<file path="src/rtl/gamd_pkg.sv">
// Shared types, codes and widths for the gamepad axis motor drive.
// Used by every module of the block; depends on nothing.
`timescale 1ns / 1ps
`default_nettype none

package gamd_pkg;

    localparam int DUTY_MAX = 1023;
    localparam int DUTY_W   = $clog2(DUTY_MAX + 1);

    localparam int TYPE_W  = 16;
    localparam int CODE_W  = 16;
    localparam int VALUE_W = 17;
    localparam int DZ_W    = 15;
    localparam int CTR_W   = 16;
    localparam int CFG_W   = 16;
    localparam int CIDX_W  = 2;

    localparam int NUM_W   = 17;
    localparam int SPAN_W  = 16;
    localparam int PROD_W  = NUM_W + DUTY_W;
    localparam int AXIS_TOP = 65535;

    localparam int QDEPTH  = 2;
    localparam int QPTR_W  = $clog2(QDEPTH);
    localparam int QCNT_W  = $clog2(QDEPTH + 1);

    localparam logic [CIDX_W-1:0] CFG_DEADBAND   = 2'd0;
    localparam logic [CIDX_W-1:0] CFG_CENTER     = 2'd1;
    localparam logic [CIDX_W-1:0] CFG_BOOST_DUTY = 2'd2;

    localparam logic [CODE_W-1:0] CODE_BOOST = 16'd305;
    localparam logic [CODE_W-1:0] CODE_LV    = 16'd1;
    localparam logic [CODE_W-1:0] CODE_LH    = 16'd0;
    localparam logic [CODE_W-1:0] CODE_RV    = 16'd5;
    localparam logic [CODE_W-1:0] CODE_RH    = 16'd2;

    localparam logic [1:0] KIND_SYNC  = 2'd0;
    localparam logic [1:0] KIND_BOOST = 2'd1;
    localparam logic [1:0] KIND_STICK = 2'd2;
    localparam logic [1:0] KIND_OTHER = 2'd3;

    localparam logic [1:0] PAIR_LV = 2'd0;
    localparam logic [1:0] PAIR_LH = 2'd1;
    localparam logic [1:0] PAIR_RV = 2'd2;
    localparam logic [1:0] PAIR_RH = 2'd3;

    typedef struct packed {
        logic [1:0]        kind;
        logic              boost_on;
        logic [1:0]        pair;
        logic              hi;
        logic              zero;
        logic [NUM_W-1:0]  num;
        logic [SPAN_W-1:0] span;
    } qent_t;

    typedef struct packed {
        logic              line_a;
        logic              line_b;
        logic [DUTY_W-1:0] duty;
    } drive_t;

endpackage

`default_nettype wire

</file>
<file path="src/rtl/gamepad_axis_motor_drive.sv">
// Top level of the gamepad axis motor drive: configuration registers, front
// end, event queue and back end. Depends on gamd_pkg, gamd_front, gamd_queue, gamd_back.
//
//   Channel  Handshake              Payload
//   in       in_valid / in_stall    event_type, event_code, event_value
//   out      out_valid / out_stall  motor1_*, motor2_*, changed
//   cfg      cfg_write              cfg_index, cfg_data
//
// A stick event with a nonzero level passes from its accepting edge through a pop, a
// product, ten restoring divider steps and the commit before its result can be taken;
// other events pass through the pop and the commit. The back end works on one event at a time.
// The queue holds two events, so the input keeps accepting while one is divided.
// Reset clears the queue, the stored levels and the boost flag at once.
// A stalled result stays in the output register while the back end works on.
`timescale 1ns / 1ps
`default_nettype none

module gamepad_axis_motor_drive
(
    input  wire logic                                 clk,
    input  wire logic                                 rst_n,
    input  wire logic                                 in_valid,
    output logic                                      in_stall,
    input  wire logic [gamd_pkg::TYPE_W-1:0]          event_type,
    input  wire logic [gamd_pkg::CODE_W-1:0]          event_code,
    input  wire logic signed [gamd_pkg::VALUE_W-1:0]  event_value,
    output logic                                      out_valid,
    input  wire logic                                 out_stall,
    output logic                                      motor1_line_a,
    output logic                                      motor1_line_b,
    output logic [gamd_pkg::DUTY_W-1:0]               motor1_duty,
    output logic                                      motor2_line_a,
    output logic                                      motor2_line_b,
    output logic [gamd_pkg::DUTY_W-1:0]               motor2_duty,
    output logic                                      changed,
    input  wire logic                                 cfg_write,
    input  wire logic [gamd_pkg::CIDX_W-1:0]          cfg_index,
    input  wire logic [gamd_pkg::CFG_W-1:0]           cfg_data
);

    logic [gamd_pkg::DZ_W-1:0]   deadband_reg;
    logic [gamd_pkg::CTR_W-1:0]  center_value_reg;
    logic [gamd_pkg::DUTY_W-1:0] boost_duty_reg;
    logic                        q_full;
    logic                        q_empty;
    logic                        q_push;
    logic                        q_pop;
    gamd_pkg::qent_t             q_in;
    gamd_pkg::qent_t             q_out;
    gamd_pkg::drive_t            motor1;
    gamd_pkg::drive_t            motor2;

    always_ff @(posedge clk or negedge rst_n)
    begin
        if (!rst_n)
        begin
            deadband_reg     <= gamd_pkg::DZ_W'(3500);
            center_value_reg <= gamd_pkg::CTR_W'(32768);
            boost_duty_reg   <= gamd_pkg::DUTY_W'(550);
        end
        else if (cfg_write)
        begin
            unique case (cfg_index)
                gamd_pkg::CFG_DEADBAND:
                begin
                    deadband_reg <= cfg_data[gamd_pkg::DZ_W-1:0];
                end
                gamd_pkg::CFG_CENTER:
                begin
                    center_value_reg <= cfg_data[gamd_pkg::CTR_W-1:0];
                end
                gamd_pkg::CFG_BOOST_DUTY:
                begin
                    boost_duty_reg <= cfg_data[gamd_pkg::DUTY_W-1:0];
                end
                default:
                begin
                end
            endcase
        end
    end

    gamd_front u_front
    (
        .in_valid     (in_valid),
        .in_stall     (in_stall),
        .event_type   (event_type),
        .event_code   (event_code),
        .event_value  (event_value),
        .deadband     (deadband_reg),
        .center_value (center_value_reg),
        .q_full       (q_full),
        .q_push       (q_push),
        .q_data       (q_in)
    );

    gamd_queue u_queue
    (
        .clk       (clk),
        .rst_n     (rst_n),
        .push      (q_push),
        .push_data (q_in),
        .pop       (q_pop),
        .pop_data  (q_out),
        .full      (q_full),
        .empty     (q_empty)
    );

    gamd_back u_back
    (
        .clk        (clk),
        .rst_n      (rst_n),
        .q_empty    (q_empty),
        .q_data     (q_out),
        .q_pop      (q_pop),
        .boost_duty (boost_duty_reg),
        .out_valid  (out_valid),
        .out_stall  (out_stall),
        .motor1     (motor1),
        .motor2     (motor2),
        .changed    (changed)
    );

    assign motor1_line_a = motor1.line_a;
    assign motor1_line_b = motor1.line_b;
    assign motor1_duty   = motor1.duty;
    assign motor2_line_a = motor2.line_a;
    assign motor2_line_b = motor2.line_b;
    assign motor2_duty   = motor2.duty;

endmodule

`default_nettype wire

</file>
<file path="src/rtl/gamd_front.sv">
// Front end: accepts events and classifies them into queue entries.
// Depends on gamd_pkg.
`timescale 1ns / 1ps
`default_nettype none

module gamd_front
(
    input  wire logic                          in_valid,
    output logic                               in_stall,
    input  wire logic [gamd_pkg::TYPE_W-1:0]   event_type,
    input  wire logic [gamd_pkg::CODE_W-1:0]   event_code,
    input  wire logic signed [gamd_pkg::VALUE_W-1:0] event_value,
    input  wire logic [gamd_pkg::DZ_W-1:0]     deadband,
    input  wire logic [gamd_pkg::CTR_W-1:0]    center_value,
    input  wire logic                          q_full,
    output logic                               q_push,
    output gamd_pkg::qent_t                    q_data
);

    logic signed [17:0] v;
    logic signed [17:0] c;
    logic signed [17:0] dz;
    logic signed [17:0] span_lo;
    logic signed [17:0] start_hi;
    logic signed [17:0] span_hi;
    logic signed [17:0] num_lo;
    logic signed [17:0] num_hi;
    logic               low_half;
    logic               zero_lo;
    logic               zero_hi;

    assign in_stall = q_full;
    assign q_push   = in_valid && !q_full;

    assign v        = 18'(event_value);
    assign c        = $signed({2'b00, center_value});
    assign dz       = $signed({3'b000, deadband});
    assign low_half = v < c;
    assign span_lo  = c - dz;
    assign num_lo   = span_lo - v;
    assign zero_lo  = (v > span_lo) || (span_lo <= 18'sd0);
    assign start_hi = c + dz;
    assign span_hi  = 18'(gamd_pkg::AXIS_TOP) - start_hi;
    assign num_hi   = v - start_hi;
    assign zero_hi  = (v < start_hi) || (span_hi <= 18'sd0);

    always_comb
    begin
        q_data          = '0;
        q_data.boost_on = event_value != '0;
        q_data.hi       = !low_half;
        if (low_half)
        begin
            q_data.zero = zero_lo;
            q_data.num  = num_lo[gamd_pkg::NUM_W-1:0];
            q_data.span = span_lo[gamd_pkg::SPAN_W-1:0];
        end
        else
        begin
            q_data.zero = zero_hi;
            q_data.num  = num_hi[gamd_pkg::NUM_W-1:0];
            q_data.span = span_hi[gamd_pkg::SPAN_W-1:0];
        end

        if (event_type == '0)
        begin
            q_data.kind = gamd_pkg::KIND_SYNC;
        end
        else
        begin
            priority case (event_code)
                gamd_pkg::CODE_BOOST:
                begin
                    q_data.kind = gamd_pkg::KIND_BOOST;
                end
                gamd_pkg::CODE_LV:
                begin
                    q_data.kind = gamd_pkg::KIND_STICK;
                    q_data.pair = gamd_pkg::PAIR_LV;
                end
                gamd_pkg::CODE_LH:
                begin
                    q_data.kind = gamd_pkg::KIND_STICK;
                    q_data.pair = gamd_pkg::PAIR_LH;
                end
                gamd_pkg::CODE_RV:
                begin
                    q_data.kind = gamd_pkg::KIND_STICK;
                    q_data.pair = gamd_pkg::PAIR_RV;
                end
                gamd_pkg::CODE_RH:
                begin
                    q_data.kind = gamd_pkg::KIND_STICK;
                    q_data.pair = gamd_pkg::PAIR_RH;
                end
                default:
                begin
                    q_data.kind = gamd_pkg::KIND_OTHER;
                end
            endcase
        end
    end

endmodule

`default_nettype wire

</file>
<file path="src/rtl/gamd_queue.sv">
// Short FIFO of classified events between the front and back ends.
// Depends on gamd_pkg.
`timescale 1ns / 1ps
`default_nettype none

module gamd_queue
(
    input  wire logic            clk,
    input  wire logic            rst_n,
    input  wire logic            push,
    input  wire gamd_pkg::qent_t push_data,
    input  wire logic            pop,
    output gamd_pkg::qent_t      pop_data,
    output logic                 full,
    output logic                 empty
);

    gamd_pkg::qent_t                  mem_reg [gamd_pkg::QDEPTH];
    logic [gamd_pkg::QPTR_W-1:0]      wr_ptr_reg;
    logic [gamd_pkg::QPTR_W-1:0]      wr_ptr_next;
    logic [gamd_pkg::QPTR_W-1:0]      rd_ptr_reg;
    logic [gamd_pkg::QPTR_W-1:0]      rd_ptr_next;
    logic [gamd_pkg::QCNT_W-1:0]      count_reg;
    logic [gamd_pkg::QCNT_W-1:0]      count_next;
    logic                             do_push;
    logic                             do_pop;

    assign full     = count_reg == gamd_pkg::QCNT_W'(gamd_pkg::QDEPTH);
    assign empty    = count_reg == '0;
    assign do_push  = push && !full;
    assign do_pop   = pop && !empty;
    assign pop_data = mem_reg[rd_ptr_reg];

    always_comb
    begin
        wr_ptr_next = wr_ptr_reg;
        rd_ptr_next = rd_ptr_reg;
        count_next  = count_reg;
        if (do_push)
        begin
            wr_ptr_next = (wr_ptr_reg == gamd_pkg::QPTR_W'(gamd_pkg::QDEPTH - 1)) ?
                          '0 : wr_ptr_reg + 1'b1;
        end
        if (do_pop)
        begin
            rd_ptr_next = (rd_ptr_reg == gamd_pkg::QPTR_W'(gamd_pkg::QDEPTH - 1)) ?
                          '0 : rd_ptr_reg + 1'b1;
        end
        if (do_push && !do_pop)
        begin
            count_next = count_reg + 1'b1;
        end
        else if (do_pop && !do_push)
        begin
            count_next = count_reg - 1'b1;
        end
    end

    always_ff @(posedge clk or negedge rst_n)
    begin
        if (!rst_n)
        begin
            wr_ptr_reg <= '0;
            rd_ptr_reg <= '0;
            count_reg  <= '0;
        end
        else
        begin
            wr_ptr_reg <= wr_ptr_next;
            rd_ptr_reg <= rd_ptr_next;
            count_reg  <= count_next;
        end
    end

    always_ff @(posedge clk)
    begin
        if (do_push)
        begin
            mem_reg[wr_ptr_reg] <= push_data;
        end
    end

endmodule

`default_nettype wire

</file>
<file path="src/rtl/gamd_back.sv">
// Back end: scales stick levels with an iterative divider, keeps controller
// state and registers the motor drive result. Depends on gamd_pkg.
`timescale 1ns / 1ps
`default_nettype none

module gamd_back
(
    input  wire logic                         clk,
    input  wire logic                         rst_n,
    input  wire logic                         q_empty,
    input  wire gamd_pkg::qent_t              q_data,
    output logic                              q_pop,
    input  wire logic [gamd_pkg::DUTY_W-1:0]  boost_duty,
    output logic                              out_valid,
    input  wire logic                         out_stall,
    output gamd_pkg::drive_t                  motor1,
    output gamd_pkg::drive_t                  motor2,
    output logic                              changed
);

    localparam logic [1:0] ST_IDLE = 2'd0;
    localparam logic [1:0] ST_MUL  = 2'd1;
    localparam logic [1:0] ST_DIV  = 2'd2;
    localparam logic [1:0] ST_DONE = 2'd3;

    localparam int DIV_W = gamd_pkg::SPAN_W + gamd_pkg::DUTY_W - 1;
    localparam int BIT_W = $clog2(gamd_pkg::DUTY_W);

    function automatic gamd_pkg::drive_t drive_of
    (
        input logic [gamd_pkg::DUTY_W-1:0] up,
        input logic [gamd_pkg::DUTY_W-1:0] down,
        input logic                        boost,
        input logic [gamd_pkg::DUTY_W-1:0] bduty
    );
        gamd_pkg::drive_t d;
        if (up != '0)
        begin
            d = '{line_a: 1'b1, line_b: 1'b0, duty: up};
        end
        else if (down != '0)
        begin
            d = '{line_a: 1'b0, line_b: 1'b1, duty: down};
        end
        else if (boost)
        begin
            d = '{line_a: 1'b1, line_b: 1'b0, duty: bduty};
        end
        else
        begin
            d = '{line_a: 1'b1, line_b: 1'b1, duty: '0};
        end
        return d;
    endfunction

    logic [1:0]                      state_reg;
    logic [1:0]                      state_next;
    gamd_pkg::qent_t                 ent_reg;
    logic [gamd_pkg::PROD_W-1:0]     rem_reg;
    logic [DIV_W-1:0]                div_reg;
    logic [gamd_pkg::DUTY_W-1:0]     quo_reg;
    logic [BIT_W-1:0]                bit_reg;
    logic                            sat_reg;
    logic [gamd_pkg::DUTY_W-1:0]     levels_reg [8];
    logic [gamd_pkg::DUTY_W-1:0]     levels_next [8];
    logic                            boost_reg;
    logic                            boost_next;
    logic                            out_valid_reg;
    gamd_pkg::drive_t                motor1_reg;
    gamd_pkg::drive_t                motor2_reg;
    logic                            changed_reg;
    logic                            changed_next;
    logic                            commit;
    logic [gamd_pkg::DUTY_W-1:0]     level;
    logic [2:0]                      keep_idx;
    logic [2:0]                      clear_idx;
    logic                            sat_lim;
    logic [gamd_pkg::PROD_W-1:0]     div_ext;

    assign q_pop     = (state_reg == ST_IDLE) && !q_empty;
    assign commit    = (state_reg == ST_DONE) && (!out_valid_reg || !out_stall);
    assign keep_idx  = {ent_reg.pair, ent_reg.hi};
    assign clear_idx = {ent_reg.pair, !ent_reg.hi};
    assign sat_lim   = rem_reg >=
                       gamd_pkg::PROD_W'(ent_reg.span) *
                       gamd_pkg::PROD_W'(gamd_pkg::DUTY_MAX + 1);
    assign div_ext   = gamd_pkg::PROD_W'(div_reg);

    assign out_valid = out_valid_reg;
    assign motor1    = motor1_reg;
    assign motor2    = motor2_reg;
    assign changed   = changed_reg;

    always_comb
    begin
        priority if (ent_reg.zero)
        begin
            level = '0;
        end
        else if (sat_reg)
        begin
            level = gamd_pkg::DUTY_W'(gamd_pkg::DUTY_MAX);
        end
        else
        begin
            level = quo_reg;
        end
    end

    always_comb
    begin
        levels_next  = levels_reg;
        boost_next   = boost_reg;
        changed_next = 1'b1;
        unique case (ent_reg.kind)
            gamd_pkg::KIND_SYNC:
            begin
                changed_next = 1'b0;
            end
            gamd_pkg::KIND_BOOST:
            begin
                boost_next = ent_reg.boost_on;
            end
            gamd_pkg::KIND_STICK:
            begin
                changed_next           = level != levels_reg[keep_idx];
                levels_next[clear_idx] = '0;
                levels_next[keep_idx]  = level;
            end
            default:
            begin
                changed_next = 1'b1;
            end
        endcase
    end

    always_comb
    begin
        state_next = state_reg;
        unique case (state_reg)
            ST_IDLE:
            begin
                if (q_pop)
                begin
                    state_next = (q_data.kind == gamd_pkg::KIND_STICK && !q_data.zero) ?
                                 ST_MUL : ST_DONE;
                end
            end
            ST_MUL:
            begin
                state_next = ST_DIV;
            end
            ST_DIV:
            begin
                if (bit_reg == '0)
                begin
                    state_next = ST_DONE;
                end
            end
            default:
            begin
                if (commit)
                begin
                    state_next = ST_IDLE;
                end
            end
        endcase
    end

    always_ff @(posedge clk or negedge rst_n)
    begin
        if (!rst_n)
        begin
            state_reg     <= ST_IDLE;
            out_valid_reg <= 1'b0;
            boost_reg     <= 1'b0;
            for (int i = 0; i < 8; i++)
            begin
                levels_reg[i] <= '0;
            end
        end
        else
        begin
            state_reg <= state_next;
            if (commit)
            begin
                out_valid_reg <= 1'b1;
                boost_reg     <= boost_next;
                levels_reg    <= levels_next;
            end
            else if (!out_stall)
            begin
                out_valid_reg <= 1'b0;
            end
        end
    end

    always_ff @(posedge clk)
    begin
        if (q_pop)
        begin
            ent_reg <= q_data;
            sat_reg <= 1'b0;
        end
        unique case (state_reg)
            ST_MUL:
            begin
                rem_reg <= gamd_pkg::PROD_W'(ent_reg.num) *
                           gamd_pkg::PROD_W'(gamd_pkg::DUTY_MAX);
                div_reg <= {ent_reg.span, (gamd_pkg::DUTY_W - 1)'(0)};
                quo_reg <= '0;
                bit_reg <= BIT_W'(gamd_pkg::DUTY_W - 1);
            end
            ST_DIV:
            begin
                if (bit_reg == BIT_W'(gamd_pkg::DUTY_W - 1))
                begin
                    sat_reg <= sat_lim;
                end
                if (rem_reg >= div_ext)
                begin
                    rem_reg <= rem_reg - div_ext;
                    quo_reg <= {quo_reg[gamd_pkg::DUTY_W-2:0], 1'b1};
                end
                else
                begin
                    quo_reg <= {quo_reg[gamd_pkg::DUTY_W-2:0], 1'b0};
                end
                div_reg <= div_reg >> 1;
                bit_reg <= bit_reg - 1'b1;
            end
            default:
            begin
            end
        endcase
        if (commit)
        begin
            motor1_reg  <= drive_of(levels_next[0], levels_next[1], boost_next, boost_duty);
            motor2_reg  <= drive_of(levels_next[4], levels_next[5], 1'b0, boost_duty);
            changed_reg <= changed_next;
        end
    end

endmodule

`default_nettype wire

</file>
<file path="config.mk">
export PLATFORM = sky130hd
export DESIGN_NAME = gamepad_axis_motor_drive
export DESIGN_NICKNAME = d
export VERILOG_FILES = /design/src/rtl/gamd_pkg.sv /design/src/rtl/gamepad_axis_motor_drive.sv /design/src/rtl/gamd_front.sv /design/src/rtl/gamd_queue.sv /design/src/rtl/gamd_back.sv
export SDC_FILE = /design/constraint.sdc
export NUM_CORES = 1
export LEC_CHECK = 0
export BUFFER_PORTS_ARGS = -buffer_cell sky130_fd_sc_hd__clkbuf_2
export CAP_MARGIN = 20
export CORE_MARGIN = 4
export CORE_UTILIZATION = 32
export CTS_BUF_LIST = sky130_fd_sc_hd__clkbuf_8 sky130_fd_sc_hd__clkbuf_16
export CTS_CLUSTER_DIAMETER = 50
export DETAILED_ROUTE_END_ITERATION = 8
export HOLD_SLACK_MARGIN = 0.02
export SYNTH_ARGS = -nofsm -noshare
export SYNTH_HDL_FRONTEND = slang
export SYNTH_HIERARCHICAL = 1
export SYNTH_SLANG_ARGS = --single-unit
</file>
<file path="constraint.sdc">
create_clock -name clk -period 8.3 [get_ports clk]
set_input_delay 1.245 -clock clk [delete_from_list [all_inputs] [get_ports clk]]
set_output_delay 1.245 -clock clk [all_outputs]
set_load 0.02 [all_outputs]
</file>
Word level (Yosys, flattened, before mapping)

Memories as Yosys holds them, arrays and structs flattened.
Index checks and enable logic that the tools add are counted.

Register bits after elaboration: 261
Bits in writable memories: 80
Output and inout bits: 27
Memories kept: 1

Add/subtract/negate cells: 11
$mul: 1
Order comparisons: 11
Equal/unequal tests: 19
Multiplexer cells: 45
Bitwise gates (word level): 4
Reductions and logical operators: 44

Memories:

| name            | depth | width | rd ports | clocked after memory_dff | write ports | line             | RTL |
|---|---|---|---|---|---|---|---|
| u_queue.mem_reg | 2     | 40    | 1        | 0                        | 1           | gamd_queue.sv:18 | `gamd_pkg::qent_t mem_reg [gamd_pkg::QDEPTH];` |

Operators by type and width:

| operator                                                                          | number |
|---|---|
| 80-bit bitwise AND                                                                | 1 |
| 80-bit bitwise mux                                                                | 1 |
| 10-bit 2-to-1 mux                                                                 | 8 |
| 80-bit 2-to-1 mux                                                                 | 1 |
| 80-bit NOT                                                                        | 1 |
| 10-bit demux with 3-bit select                                                    | 2 |
| 27-bit one-hot mux with 2 select lines                                            | 1 |
| 25-bit one-hot mux with 2 select lines                                            | 1 |
| 10-bit nonzero test                                                               | 4 |
| 34-bit 2-to-1 mux                                                                 | 1 |
| 17-bit subtractor                                                                 | 2 |
| 16-bit zero test                                                                  | 2 |
| 10-bit binary-select mux with 3-bit select                                        | 1 |
| 27-bit by 25-bit >= comparator with 1-bit output                                  | 1 |
| 27-bit by 26-bit >= comparator with 1-bit output                                  | 1 |
| 17-bit by 10-bit multiplier with 27-bit output, second input constant             | 1 |
| 27-bit 2-to-1 mux                                                                 | 1 |
| 27-bit by 25-bit subtractor with 27-bit output                                    | 1 |
| 12-bit 2-to-1 mux                                                                 | 2 |
| 10-bit one-hot mux with 2 select lines                                            | 1 |
| 18-bit by 1-bit less-or-equal comparator with 1-bit output, second input constant | 1 |
| 17-bit by 18-bit < comparator with 1-bit output                                   | 1 |
| 17-bit by 18-bit subtractor with 18-bit output, first input constant              | 1 |
| 16-bit by 15-bit adder with 17-bit output                                         | 1 |
| other kinds (39)                                                                  | 97 |

Depth between registers and ports, before layout

Gate-level depths: netlist of the first run.

Depth after elaboration: 13
Gate-level depth with buffers: 21
Depth with buffers taken out: 21

By module

Netlist of the first run, hierarchy kept.

Modules (own cells, without submodules):

| module                   | instances | cells each | area an instance (µm²) | seq. area each (µm²) |
|---|---|---|---|---|
| gamd_back                | 1         | 1,486      | 15,284.7               | 6,055.8 |
| gamd_front               | 1         | 603        | 4,154.0                | 0.0 |
| gamd_queue               | 1         | 144        | 3,286.9                | 2,502.4 |
| gamepad_axis_motor_drive | 1         | 88         | 1,572.8                | 1,041.0 |

Worst setup path after synthesis of the first run

Ideal clock, no wire load.

Path kind: register to register
Start point: register u_back/ent_reg[19] (netlist name)
End point: register u_back/rem_reg[24] (netlist name), data pin
Library setup time: 265 ps
Data arrival time: 5,227 ps
Slack: 2,808 ps
Cell stages (with the launch flop): 20
Period minus slack after synthesis: 5,492 ps
Cell sequence: edfxtp_1 inv_1 fa_1 inv_1 fa_1 fa_1 fa_1 inv_1 fa_1 inv_1 ha_1 o21ai_0 or2b_2 o41a_4 a31oi_4 o2111ai_2 a21oi_4 o21bai_1 mux2i_1 or3_1

Cells in the longest elaborated chain, start to end: 2

Ends and longest elaborated chain:

| element                                        | line             | RTL |
|---|---|---|
| from (decl)                                    | gamd_back.sv:58  | `gamd_pkg::qent_t ent_reg;` |
| from (signal assigned)                         | gamd_back.sv:202 | `ent_reg <= q_data;` |
| 17-bit by 10-bit multiplier with 27-bit output | gamd_back.sv:208 | `rem_reg <= gamd_pkg::PROD_W'(ent_reg.num) *` |
| 27-bit one-hot mux with 2 select lines         | gamd_back.sv:205 | `unique case (state_reg)` |
| to (signal assigned)                           | gamd_back.sv:208 |  |
| to (signal assigned)                           | gamd_back.sv:222 | `rem_reg <= rem_reg - div_ext;` |
| to (decl)                                      | gamd_back.sv:59  | `logic [gamd_pkg::PROD_W-1:0] rem_reg;` |

Every way passes these cells.
A chain may end at the register's enable or synchronous reset.

Worst setup path after layout of the first run

Ends and elaborated chain as after synthesis.

==> results of run 1 <==
[synthesized netlist by cell type, types with 15 or more instances]
cell type    n  area (sq um)
nand2_1    173           649
a21o_1      38           285
nor4_1      27           169
inv_1      286          1070
ha_1       187          2340
dfrtp_1    117          2930
o21ai_0    135           676
fa_1        93          1860
mux2_2      51           574
mux2_4      39           586
xnor2_1     62           543
edfxtp_1   211          6340
clkbuf_1    51           191
nand4_1     21           131
xor2_1      35           307
o21a_1      16           120
o221ai_1    21           184
nand3_1     34           170
nor3_1      31           155
nor2b_1     29           181
a21oi_1    118           591
mux2i_1     26           260
a31oi_1     15          93.8
o21ai_1     22           110
nand2b_1    27           169
nor2_1     139           522
a22o_1      38           333
[cell type report]
class | count | area (sq um)
sequential | 341 | 9600
inverter | 291 | 1090
tap | 969 | 1210
timing repair buffer | 114 | 614
clock buffer | 48 | 1190
multi-input combinational | 1608 | 13200
clock inverter | 35 | 365
fill | 7438 | 47600
[metrics by stage]
| stage | hold WS [ns] | util | instance area (sq um) |
|---|---|---|---|
| floorplan | 0.443 | - | 24300 |
| global placement | 0.457 | 0.344 | 25700 |
| detailed placement | 0.467 | 0.344 | 25700 |
| CTS | 0.480 | 0.364 | 27300 |
| global route | 0.494 | 0.364 | 27300 |
| finish | 0.477 | 0.364 | 27300 |
[worst max-delay path, stage by stage (launching register included)]
cell,delay (ns)
edfxtp_1,0.40
inv_1,0.11
fa_1,0.65
inv_1,0.10
fa_1,0.52
fa_1,0.52
fa_1,0.55
inv_1,0.05
fa_1,0.50
inv_1,0.04
ha_1,0.36
o21ai_0,0.10
or2b_2,0.32
o41a_4,0.14
a31oi_4,0.21
o2111ai_2,0.18
a21oi_4,0.22
o21bai_1,0.09
mux2i_1,0.12
or3_1,0.36
[per-layer routing]
layer,part of all wire,GRT usage
met3,0.062,0.0276
met5,0,0
met4,0.020,0.0354
met2,0.45,0.238
met1,0.47,0.214
[cells in the final DEF (no fill, tap or decap), drive strengths merged, types with 8 or more instances in the layout]
cell type and instances:
ha 187, nand3b 8, and3 14, nor2b 29, buf 16, edfxtp 211, clkinv 11, o221ai 21
nand2 173, dfstp 12, a222oi 9, fa 93, nand2b 27, nor4 28, nand4 21, dfrtp 117
o211ai 13, inv 309, mux2 96, or3 13, clkbuf 146, a21oi 121, o21ai 158, o31ai 8
xor2 35, mux2i 26, a211oi 14, mux4 13, a31oi 16, o21a 16, a22o 38, nor3 32
nand3 34, nor2 139, a21o 40, a22oi 8, and2 11, xnor2 62
[kinds of logic after synthesis]
group | count (synthesis) | synth area share
and+or+nand+nor | 564 | 0.114
buffers and inverters | 372 | 0.0636
DFF | 341 | 0.395
muxes | 135 | 0.0733
xor gates and xnor gates | 97 | 0.0350
adders and majority gates | 280 | 0.173
AOI/OAI and AO/OA | 532 | 0.146
[how the worst max path moves through the flow]
stage          cells after the start  slack [ns]                 end
2_1_floorplan                     19        2.81  u_back/rem_reg[24]
3_3_place_gp                      19        2.57  u_back/rem_reg[24]
3_5_place_dp                      19        2.48  u_back/rem_reg[24]
4_1_cts                           19        2.48  u_back/rem_reg[24]
5_1_grt                           19        2.21  u_back/rem_reg[25]
6_report                          19        2.49  u_back/rem_reg[24]
==> impl_metrics.ini, run 1 <==
[floorplan]
ios = 99
start_util = 0.325
die_h_um = 284
rows = 100
die_x_um = 284
core_area_sq_um = 74800
die-area_sq_um = 80400

[job]
max_cap_violations = 0

[place]
dpl.hpwl_um = 46100
io_buffers = 98
pre_cts_slack_ns = 2.48
gp_congestion = 0.872
dp_cells = 3322

[grt]
antenna_found_initial = 4
overflow = 0
grt_max_degree = 82
grt.total_usage = 0.150
first_global_vias = 17214
grt_first_pass_wirelength_um = 97800

[sta]
tns_ns = 0
period_share = 0.700
hold_violations = 0
maxSlewHeadroom = 0.273
tightest_slew_ns = 1.09
rsz0062_at_grt = no
worst_slack_ns = 2.49
slew_viol_final = 0
setup_viol = 0
clock_skew_ns = 0.0648
min_period_ns = 5.81
max_freq_mhz = 172

[drt]
drcViolationCount = 0
drt-vias-per-instance = 5.17
wl_per_cell_um = 17.9
totalWireLength_um = 61000
vias = 17593
ant_nets = 0
firstDrtPassIters = 6
drtIter0Drc = 1394

[clocking]
clk_latency_ns = 0.61
path_clk_slew_ns = 0.06
cts.sinks = 341
h-tree-depth = 2
postCtsHoldBufs = 0
cts_tree = done
numCtsBuffers = 47
clockBufferDepth = 3
root_buffer = clkbuf_16
post-cts-setup-buffers = 0
cts_resized = 0

[worst_setup_path]
r2r_start = u_back/ent_reg[19]
cp-startpoint = u_back/ent_reg[19]
cp_data_arrival_time_ns = 6.15
crit_path_start_kind = flip-flop
required_ns = 8.64
crit_fanout = 5
r2r_cells = 19
criticalPathCategory = reg2reg
rr_endpoint = u_back/rem_reg[24]
crit_path_end_kind = flip-flop
rrSetupSlack_ns = 2.49

[cells_and_area]
diodes = 0
syn2layout_area_growth_pct = 12.2
nNetsFinal = 2755
final_cells = 3406
drive_gt1_frac = 0.143

[min_path]
holdCritPathClass = reg2reg
whs_path_depth = 2
hold_start = u_back/levels_reg[6]
min_to = u_back/levels_reg[6]

[synth]
avgSynthCellArea_sq_um = 10.5
ys_seq_elements = 341
yosysSeqAreaShare = 0.395
synthFlopType = edfxtp_1
synth_area_sq_um = 24300
synth_nets = 2673
netlist_instances = 2321
synth_edf_count = 211
synth_cell_types = 104
synth.yosys.warnings = 6
synthArstFlopShare = 0.378

[status]
status = completed
Power of run 1 is not shown: default switching activity piles up to over one toggle a cycle in this logic, so the estimate is an artifact.
==> run 2: changes to the inputs <==
clock period = 4.7 ns   (was 8.3 ns; I/O delays follow)
==> run 2 against run 1 <==
  * The flow now finishes with violations (setup timing)
  * Sequential share of layout area decreased by 2.1 points
  * Design area rose by 6.4%
  * First-iteration DRC count shrank 8.5%
  * Register-to-register slack worse by 3.1 ns
  * Die area stayed put
  * Routed wire length grew 6.2%
  * Worst hold slack lost 0.12 ns
  * Critical endpoint unchanged
==> impl_metrics.ini, run 2 (synthesis gave the netlist of run 1 again) <==
[status]
status = finished, violations left
violations = setup timing

[worst_setup_path]
worstPathCellList = buf_4, buf_4, fa_1, fa_1, fa_1, fa_1, inv_1, fa_1, inv_2, ha_4, o41a_4, a31oi_4, o2111ai_4, a21oi_4, o21bai_1, mux2i_1, or3_1
cpLargestDelayFamily = adder cells
rr_endpoint = u_back/rem_reg[24]
cp_data_arrival_time_ns = 5.68
r2r_cells = 17
rrSetupSlack_ns = -0.65
path_depth = 17
r2r_start = u_back/ent_reg[18]
required_ns = 5.03
cpMostUsedCell = fa_1
crit_path_end_kind = flip-flop
criticalPathCategory = reg2reg
crit_path_start_kind = flip-flop
slowest_delay_ns = 0.52
crit_fanout = 4
cp-startpoint = u_back/ent_reg[18]
critPathSlowestCell = fa_1
path_buf_inv = 4
critPathCapture = u_back/rem_reg[24]

[sta]
worst_slack_ns = -0.648
period_share = 1.14
clock_skew_ns = 0.0573
slew_viol_final = 0
setup_viol = 18
max_freq_mhz = 187
tightest_slew_ns = 1.03
hold_ws_ns = 0.357
rsz0062_at_grt = yes
min_period_ns = 5.35
maxSlewHeadroom = 0.307
hold_violations = 0

[clocking]
clk_latency_ns = 0.62
cts.sinks = 341
clockBufferDepth = 3
path_clk_slew_ns = 0.06
root_buffer = clkbuf_16
h-tree-depth = 2
numCtsBuffers = 47
cts_tree = done

[cells_and_area]
mostFrequentLayoutCell = inv_1
syn2layout_area_growth_pct = 19.4
nNetsFinal = 2891
nFillCells = 7231
final_cell_mix = inv_1 (262), edfxtp_1 (211), ha_1 (173), nand2_1 (168), buf_4 (138)
drive_gt1_frac = 0.226

[floorplan]
die_h_um = 284
rows = 100
core_area_sq_um = 74800
start_util = 0.325
die_x_um = 284
die-area_sq_um = 80400
ios = 99

[grt]
grt.total_usage = 0.156
first_global_vias = 19003
grt_first_pass_wirelength_um = 103000
antenna_found_initial = 1
overflow = 0
grt_max_degree = 82

[drt]
firstDrtPassIters = 5
wl_met2_um = 30400
vias = 18510
dr_wl_met3_um = 3680
totalWireLength_um = 64900
topRoutingLayerUsed = met4
drcViolationCount = 0
drtIter0Drc = 1276
m1WireLength_um = 29000
drt-vias-per-instance = 5.22
ant_nets = 0
wl_per_cell_um = 18.3

[job]
max_cap_violations = 0

[min_path]
holdCritPathClass = in2reg

[place]
dpl.hpwl_um = 49600
io_buffers = 98
gp_congestion = 0.903
## run 2: cell count changes in the layout (fill, tap and decap cells not counted), sizes merged
cell,delta
inv,-8
clkinv,+5
bufinv,+4
dlygate4sd3,+1
clkbuf,+2
buf,+136
diode,+1
## run 2: area by class of cell
class | count | area (sq um) | share of cell area
clock inverter | 36 | 498 | 0.0172
clock buffer | 51 | 1240 | 0.0428
tap | 969 | 1210 | 0.0418
multi-input combinational | 1608 | 13700 | 0.471
timing repair buffer | 250 | 1710 | 0.0591
inverter | 291 | 1090 | 0.0376
sequential | 341 | 9600 | 0.331
antenna | 1 | 2.50 | 0.0000862
## run 2: worst min-delay path by stage
stage | start | to | slack (ns) | depth (start not counted)
final | cfg_data[1] | deadband_reg[1] | 0.36 | 2
after global routing | cfg_data[14] | center_value_reg[14] | 0.34 | 2
after CTS | cfg_data[1] | boost_duty_reg[1] | 0.32 | 2
after detailed placement | u_back/levels_reg[48] | u_back/levels_reg[48] | 0.47 | 2
after global placement | u_back/levels_reg[9] | u_back/levels_reg[9] | 0.46 | 2
after floorplan | rst_n | boost_duty_reg[0] | 0.41 | 0
## run 2: per-stage QoR
step                TNS (ns)  std cells  worst slack, ns   util  cell area, sq um
detailed placement     -6.97       3435           -0.672  0.357             26700
global route          -10.77       3547           -0.811  0.388             29000
finish                 -7.24       3547           -0.648  0.388             29000
CTS                    -5.78       3535           -0.617  0.384             28700
global placement       -6.28       3434           -0.614  0.357             26700
floorplan              -2.11       2321           -0.446      -             24500
## run 2: layer usage
layer / global-route usage / up-vias
met5: 0 / -
met4: 0.0471 / 0
met3: 0.0276 / 122
met2: 0.259 / 556
met1: 0.210 / 9105
li1: - / 8727
## run 2: worst reg2reg max path, stage by stage (launching register included)
cell	delay [ns]
edfxtp_1	0.44
buf_4	0.17
buf_4	0.13
fa_1	0.53
fa_1	0.45
fa_1	0.50
fa_1	0.49
inv_1	0.05
fa_1	0.49
inv_2	0.05
ha_4	0.17
o41a_4	0.52
a31oi_4	0.22
o2111ai_4	0.15
a21oi_4	0.20
o21bai_1	0.11
mux2i_1	0.13
or3_1	0.31
## run 2: timing repair
action                                 4_1_cts  5_1_grt
pin swaps                                   45       40
setup buffers                               12       12
endpoints found under the hold margin       15        0
hold buffers                                 1        0
gates resized for setup                     40       48
setup endpoints to repair                   19       28
Power of run 2 is left out for the same reason.
==> run 3: changes to the inputs <==
ABC_AREA = 1   (was unset)
CORE_ASPECT_RATIO = 0.6   (was unset)
==> run 3 against run 2 <==
  * The flow still finishes with violations (setup timing)
  * Routed wire length up 21%
  * Core utilization shrank 0.57 points
  * Clock skew is 0.027 ns lower
  * Cell count rose by 31%
  * First-iteration DRC count grew 87%
  * Die area is 7.2% higher
  * Sequential share of layout area is 1.7 points lower
  * Critical path type unchanged
==> impl_metrics.ini, run 3 <==
[sta]
setup_viol = 13
clock_skew_ns = 0.0300
max_freq_mhz = 206
hold_ws_ns = 0.133
min_period_ns = 4.84
rsz0062_at_grt = yes
worst_slack_ns = -0.143
maxSlewHeadroom = 0.372
hold_violations = 0
period_share = 1.03
tightest_slew_ns = 0.942
slew_viol_final = 0

[place]
dpl.hpwl_um = 61100
gp_congestion = 0.939
io_buffers = 98
pre_cts_slack_ns = -0.463

[grt]
grt_first_pass_wirelength_um = 122000
grt.total_usage = 0.179
overflow = 0
first_global_vias = 21055
antenna_found_initial = 1
grt_max_degree = 88

[synth]
yosys.area.top_type = edfxtp_1
synth_nets = 3703
synthArstFlopShare = 0.378
synth.yosys.warnings = 6
synth.area.top_cells = edfxtp_1 (24%), nand2_1 (15%), dfrtp_1 (11%), ha_1 (9.0%), inv_1 (7.6%)
synth_commonest_cells = nand2_1 (1008), inv_1 (528), o21ai_0 (255), edfxtp_1 (211), nor2_1 (195)
ys_seq_elements = 341
yosysSeqAreaShare = 0.368
synth_edf_count = 211
synth_area_sq_um = 26100
netlist_instances = 3351
synth_cell_types = 59
yosysMostFrequentCell = nand2_1
synthFlopType = edfxtp_1
avgSynthCellArea_sq_um = 7.77
synth_top_area_share = 0.243

[cells_and_area]
drive_gt1_frac = 0.161
mostFrequentLayoutCell = nand2_1
nNetsFinal = 3898
final_cell_mix = nand2_1 (983), inv_1 (490), o21ai_0 (224), edfxtp_1 (211), nor2_1 (173)
syn2layout_area_growth_pct = 17.5

[status]
violations = setup timing
status = finished, violations left

[floorplan]
die_h_um = 229
core_area_sq_um = 80100
die_x_um = 376
rows = 80
ios = 99
start_util = 0.325
die-area_sq_um = 86200

[worst_setup_path]
cp_data_arrival_time_ns = 5.16
criticalPathCategory = reg2reg
path_depth = 21
path_buf_inv = 7
crit_path_end_kind = flip-flop
cpLargestDelayFamily = adder cells
critPathSlowestCell = fa_1
worstPathCellList = buf_4, fa_1, inv_2, fa_1, inv_1, fa_2, fa_1, inv_2, fa_1, inv_2, ha_4, nand2_4, nor2_4, inv_2, buf_6, nor2_4, nand4_1, nand3_2, a21oi_2, o21ai_2, nand2_1
slowest_delay_ns = 0.58
crit_fanout = 4
required_ns = 5.01
crit_path_start_kind = flip-flop
r2r_cells = 21

[drt]
drcViolationCount = 0
vias = 22637
firstDrtPassIters = 6
drt-vias-per-instance = 4.88
drtIter0Drc = 2391
ant_nets = 0
totalWireLength_um = 78700
wl_per_cell_um = 17.0

[clocking]
clk_latency_ns = 0.57
numCtsBuffers = 38
postCtsHoldBufs = 0
clockBufferDepth = 3
h-tree-depth = 2
path_clk_slew_ns = 0.07
cts_tree = done
root_buffer = clkbuf_16
cts.sinks = 341

[job]
max_cap_violations = 0

[min_path]
holdCritPathClass = in2async
-- run 3: cell types whose count changed in the layout (fill, tap and decap cells not counted), sizes merged, moves of 25 or more --
cell and delta:
a21o -31, a22o -38, inv +258, mux2 -96, mux2i -25, nand2 +852, nand2b -27, nand3 +119
nand4 +53, nor2 +81, nor2b -28, o21ai +116, o22ai +30, xnor2 -48
-- run 3: worst reg2reg max path, stage by stage (launching register included) --
cell and delay, ns:
edfxtp_1 0.40, buf_4 0.17, fa_1 0.58, inv_2 0.06, fa_1 0.54, inv_1 0.06, fa_2 0.42, fa_1 0.56
inv_2 0.04, fa_1 0.51, inv_2 0.05, ha_4 0.32, nand2_4 0.08, nor2_4 0.08, inv_2 0.05, buf_6 0.12
nor2_4 0.09, nand4_1 0.12, nand3_2 0.15, a21oi_2 0.07, o21ai_2 0.09, nand2_1 0.05
-- run 3: worst paths after layout --
| check | from | endpoint | slack, ns |
|---|---|---|---|
| hold / removal | rst_n | u_back/levels_reg[73] | 0.13 |
| setup reg to reg | u_back/ent_reg[26] | u_back/rem_reg[19] | -0.14 |
| min in group clk | cfg_data[15] | center_value_reg[15] | 0.35 |
| hold reg to reg | boost_duty_reg[2] | boost_duty_reg[2] | 0.46 |
| max in group asynchronous | rst_n | u_back/levels_reg[23] | 3.57 |
| setup / recovery | u_back/ent_reg[26] | u_back/rem_reg[19] | -0.14 |
-- run 3: per-stage QoR --
stage,util,instance area (sq um),instances,setup TNS [ns]
3_3_place_gp,0.353,28300,4548,-4.68
5_1_grt,0.382,30600,4641,-4.27
2_1_floorplan,-,26100,3351,0
4_1_cts,0.376,30100,4621,-0.490
3_5_place_dp,0.353,28300,4549,-5.23
6_report,0.382,30600,4642,-1.03
-- run 3: kinds of logic after synthesis --
| kind of cell | Yosys count | synth area share |
|---|---|---|
| simple gates | 1549 | 0.253 |
| fa+ha+maj | 280 | 0.161 |
| buf+inv | 640 | 0.0999 |
| mux | 1 | 0.000384 |
| xor+xnor | 37 | 0.0130 |
| flops | 341 | 0.368 |
| compound gates | 503 | 0.104 |
-- run 3: area by class of cell --
type                    count  area, sq um
clock buffers              41          992
well taps                1066         1330
multi-input cells        2370        14700
inverters                 549         2070
diodes                      1         2.50
fillers                  8188        49500
clock inverters            28          280
repair buffers            246         1650
flip-flops and latches    341         9600
-- run 3: what timing repair did --
item	CTS	global route
endpoints found under the setup margin	20	20
hold endpoints to repair	0	0
pin swaps	69	88
buffers inserted	4	20
gates resized for setup	144	112
-- run 3: routing by layer --
metal,share of wire,global-route usage
met5,0,0
met4,0.013,0.0274
met3,0.098,0.0515
met2,0.36,0.225
met1,0.52,0.297
Power of run 3 is left out for the same reason.
